==> config.mk <==
export PLATFORM = sky130hd
export DESIGN_NAME = lvwd_extract
export DESIGN_NICKNAME = d
export VERILOG_FILES = /design/src/hdl/lvwd_extract.sv
export SDC_FILE = /design/constraint.sdc
export NUM_CORES = 1
export LEC_CHECK = 0
export ABC_CLOCK_PERIOD_IN_PS = 2200
export BUFFER_PORTS_ARGS = -buffer_cell sky130_fd_sc_hd__buf_2
export CAP_MARGIN = 25
export CORE_MARGIN = 2
export CORE_UTILIZATION = 40
export DETAILED_ROUTE_END_ITERATION = 10
export GPL_TIMING_DRIVEN = 0
export PLACE_DENSITY = 0.68
export SYNTH_ARGS = -nofsm -noshare
export SYNTH_HDL_FRONTEND = slang
export SYNTH_SLANG_ARGS = --single-unit
export TNS_END_PERCENT = 1
==> constraint.sdc <==
create_clock -name vclk -period 2.2
set_input_delay 0.22 -clock vclk [all_inputs]
set_output_delay 0.22 -clock vclk [all_outputs]
set_load 0.02 [all_outputs]
==> src/hdl/lvwd_extract.sv <==
`default_nettype none
module lvwd_extract #(
   parameter int MAX_CODE_BITS = 9
) (
   input  wire logic [MAX_CODE_BITS-2:0] buf_cur,
   input  wire logic [4:0]               cnt_cur,
   input  wire logic [4:0]               width,
   input  wire logic [7:0]               data_byte,
   input  wire logic                     last_byte,
   output logic                          have_code,
   output logic      [MAX_CODE_BITS-1:0] code,
   output logic      [MAX_CODE_BITS-2:0] buf_next,
   output logic      [4:0]               cnt_next
);

   localparam int BW = MAX_CODE_BITS - 1;
   localparam int CW = BW + 8;

   logic [CW-1:0] cat;
   logic [CW-1:0] shifted;
   logic [CW-1:0] rest;
   logic [4:0]    bc;
   logic [4:0]    rem;

   always_comb begin
      cat       = {buf_cur, data_byte};
      bc        = cnt_cur + 5'd8;
      rem       = '0;
      shifted   = '0;
      rest      = '0;
      have_code = 1'b0;
      code      = '0;
      buf_next  = cat[BW-1:0];
      cnt_next  = bc;
      if (bc >= width) begin
         rem       = bc - width;
         shifted   = cat >> rem;
         rest      = cat & ~({CW{1'b1}} << rem);
         have_code = 1'b1;
         code      = shifted[MAX_CODE_BITS-1:0];
         buf_next  = rest[BW-1:0];
         cnt_next  = rem;
      end else if (last_byte) begin
         // zero-pad the partial code
         shifted   = cat << (width - bc);
         have_code = 1'b1;
         code      = shifted[MAX_CODE_BITS-1:0];
      end
      if (last_byte) begin
         buf_next = '0;
         cnt_next = '0;
      end
   end

endmodule
`default_nettype wire

Yosys cells after proc, flatten, opt, wreduce, memory -nomap -nowiden
Cells that the tools add are included.
{"block": "totals", "ff_bits": 0, "input_bits": 27, "out_inout_bits": 23}
{"block": "classes", "add_sub_neg": 3, "n_lt_le_gt_ge": 1, "shift": 3, "mux": 8, "bitwise": 2}
{"op": "$mux W9", "count": 2}
{"op": "$mux W8", "count": 2}
{"op": "$shl A16 B5 Y8 const A", "count": 1}
{"op": "$shl A16 B5 Y9", "count": 1}
{"op": "$shr A16 B5 Y9", "count": 1}
{"op": "$mux W5", "count": 2}
{"op": "$sub A5 B5 Y5", "count": 2}
{"op": "$and A8 B8 Y8", "count": 1}
{"op": "$not A8 Y8", "count": 1}
{"op": "$add A5 B4 Y5 const B", "count": 1}
{"op": "$ge A5 B5 Y1", "count": 1}
{"op": "$mux W1", "count": 2}

Depth between registers and ports, before layout
{"block": "depth", "word_depth": 7, "depth_mapped": 11, "ltp_nobuf": 9}

Worst setup path after synthesis
OpenSTA, ideal clock, no wires.
{"block": "synth_timing", "path_kind": "input to output", "startpoint": "input cnt_cur[0]", "endpoint": "output code[5]", "arrival_time_ps": 2238, "required_ps": 1980, "path_slack_ps": -258, "path_stages": 10, "n_path_buf": 1, "cell_sequence": "inv_1 ha_1 inv_1 fa_1 buf_4 mux2_2 a22oi_1 a2111oi_0 a21oi_1 o32ai_1"}
{"block": "synth_between", "elab_chain_len": 5}
{"item": "from (decl)", "line_no": "6", "rtl": "input wire logic [4:0] cnt_cur,"}
{"item": "$add A5 B4 Y5 *", "line_no": "27", "rtl": "bc = cnt_cur + 5'd8;"}
{"item": "$sub A5 B5 Y5", "line_no": "45", "rtl": "shifted = cat << (width - bc);"}
{"item": "$shl A16 B5 Y9", "line_no": "45"}
{"item": "$mux W9", "line_no": "43", "rtl": "end else if (last_byte) begin"}
{"item": "$mux W9 *", "line_no": "35", "rtl": "if (bc >= width) begin"}
{"item": "to (decl)", "line_no": "11", "rtl": "output logic [MAX_CODE_BITS-1:0] code,"}
Every way passes the cells marked *; elsewhere a longest branch is shown, timed or not.

Final worst setup path
Ends and elaborated chain as after synthesis.

==> run summary <==
status -> finished with violations
failing checks -> setup timing
top-count cell post-synth -> nand2_1
Peak Freq -> 0.397 GHz
number of clock buffers in the layout -> 0
fin crit period -> 2.52 ns
Crit Path Max Fanout -> 7
die height -> 67.2 microns
final hold vios -> 0
die area -> 4510 sq um
Post-CTS Hold Fix Bufs -> 0
PortBufs -> 49
Commonest cells post-synth -> nand2_1 (37), mux4_2 (17), nor2_1 (16)
min-delay src -> last_byte
sequential cell area -> 0 sq um
Avg Inst Size Synth -> 8.10 sq um
met1 Use GR -> 31.7%
total grt overflow -> 0
initial DRC count -> 107
XOR/XNOR Fraction of Synth Area -> 4.31%
die extent in x -> 67.2 microns
post-layout util -> 60.1%
# diodes -> 0
GRT Total Usage -> 22.6%
core area -> 3740 sq um
Setup crit end kind -> output port
Hold Crit Depth -> 3
Worst-Margin Slew -> 0.604 ns
fin. max-slew vios -> 0
Yosys cell types -> 43
register area share after synthesis -> 0%
critical path arrival -> 2.30 ns
nets -> 294
met3 Track Usage GR -> 0.167%
Routed WL per cell -> 16.4 microns
DP HPWL -> 3750 microns
top cell type's share of synthesized area -> 24.0%
VDD IR-drop max -> 206 uV
Starting Density -> 42.6%
mux share of post-synthesis cell area -> 35.7%
sequential cell count -> 0
relative slew slack -> 59.5%
Area Overhead vs Synth -> 40.9%
Routed Antenna Nets -> 0
grt peak-use layer -> met2
Worst Hold Class -> input port to output port
M2 GR Usage -> 40.0%
synthesized area -> 1600 sq um
initial antenna violation count -> 0
drt pass-1 iters -> 4
Tot Pwr -> 1.03 mW
drt drc -> 0
share of layout cells above drive strength 1 -> 50.0%
Leak -> 1.01 nW
vias per inst -> 5.88
WS Path Type -> input port to output port
Worst Hold End -> cnt_next[2]
post-synthesis net count -> 235
worst setup margin -> -0.319 ns
largest net degree at the start of global routing -> 11
IO Count -> 50
RSZ-0062 raised after global routing -> true
# rows -> 22
largest cells by area after synthesis -> mux4_2 (24%), nand2_1 (8.7%), mux2i_1 (7.5%), ha_1 (7.1%), buf_6 (4.2%)
Synth Area in Compound Gates -> 21.2%
synthesized instance count -> 197
via count -> 1776
Critical Path RT -> 1.98 ns
Yosys warnings -> 0
Final Setup Violations -> 17
largest area contributor in the netlist -> mux4_2
final wirelength -> 4960 microns
Power Density -> 458 nW/um^2
vias in the first global route -> 1680
Max-Cap Viols -> 0
Final period util -> 115%
post-synthesis adder-cell area fraction -> 9.56%
Placer Congestion -> 0.839
Simple-Gate Fraction of Synth Area -> 19.2%
global-route wire length before repair -> 8080 microns
largest family of logic cells by synthesized area -> multiplexers
CP startpoint kind -> input port
## where the power goes
group          internal [mW]  switching, mW  leakage (nW)  total (mW)
Combinational          0.479          0.551          1.01        1.03
Sequential                 0              0             0           0
Clock                      0              0             0           0
## how the worst max path moves through the flow
| stage | endpoint | from | cells past startpoint | slack (ns) |
|---|---|---|---|---|
| 2_1_floorplan | code[0] | cnt_cur[0] | 10 | -0.12 |
| 3_3_place_gp | code[5] | cnt_cur[0] | 12 | -0.65 |
| 3_5_place_dp | code[1] | cnt_cur[0] | 12 | -0.63 |
| 4_1_cts | code[7] | cnt_cur[0] | 12 | -0.34 |
| 5_1_grt | code[5] | cnt_cur[0] | 12 | -0.40 |
| 6_report | code[5] | cnt_cur[0] | 12 | -0.32 |
## kinds of logic after synthesis
| kind of cell | Yosys count |
|---|---|
| AO/OA/AOI/OAI | 47 |
| XOR/XNOR | 7 |
| adder cells (fa/ha/maj) | 11 |
| buffers and inverters | 27 |
| multiplexers | 35 |
| AND/OR/NAND/NOR | 70 |
## per-stage QoR
stage	TNS, ns	cells	setup slack, ns	hold WS (ns)	area [sq um]
after floorplan	-0.866	197	-0.118	0.547	1690
after global placement	-8.29	294	-0.652	0.746	2000
after detailed placement	-8.44	294	-0.629	0.745	2000
after CTS	-4.38	302	-0.337	0.756	2200
after global routing	-5.90	302	-0.399	0.767	2250
final	-4.03	302	-0.319	0.750	2250
## cells in the final DEF, fill, tap and decap left out, types with 3 or more instances in the layout
cell type / n
inv_1: 9
buf_4: 17
o311a_1: 4
mux2_2: 4
nor3_1: 3
nand2_1: 36
xor2_2: 3
nor2_1: 16
a211oi_1: 3
mux4_2: 17
mux2i_1: 12
buf_6: 12
o22ai_1: 3
buf_2: 39
ha_1: 6
a21oi_1: 10
nor2b_1: 3
o32ai_2: 4
inv_2: 3
## area by class of cell
cell class	count	area [sq um]
plain buffers	14	131
fillers	350	1490
inverters	13	61.3
multi-input cells	170	1620
well taps	48	60.1
repair buffers	57	374
## critical path, cell delays in order
cell,delay [ns]
buf_12,0.12
inv_12,0.04
ha_4,0.12
inv_2,0.03
fa_2,0.55
buf_6,0.14
mux2_2,0.34
a22oi_2,0.19
a2111oi_1,0.08
a21oi_1,0.18
o32ai_2,0.11
buf_4,0.18
## routing by layer
layer,up-vias,wire (microns)
met5,-,0
met4,0,29
met3,4,256
met2,65,2550
met1,854,2120
li1,853,-
## repair_timing
action                                  4_1_cts  5_1_grt
setup buffers                                 8        0
endpoints found under the hold margin         0        0
pin swaps                                    16        4
resized for setup                            34       16
endpoints found under the setup margin       22       22
No activity file was read; power rests on OpenSTA's default activity.
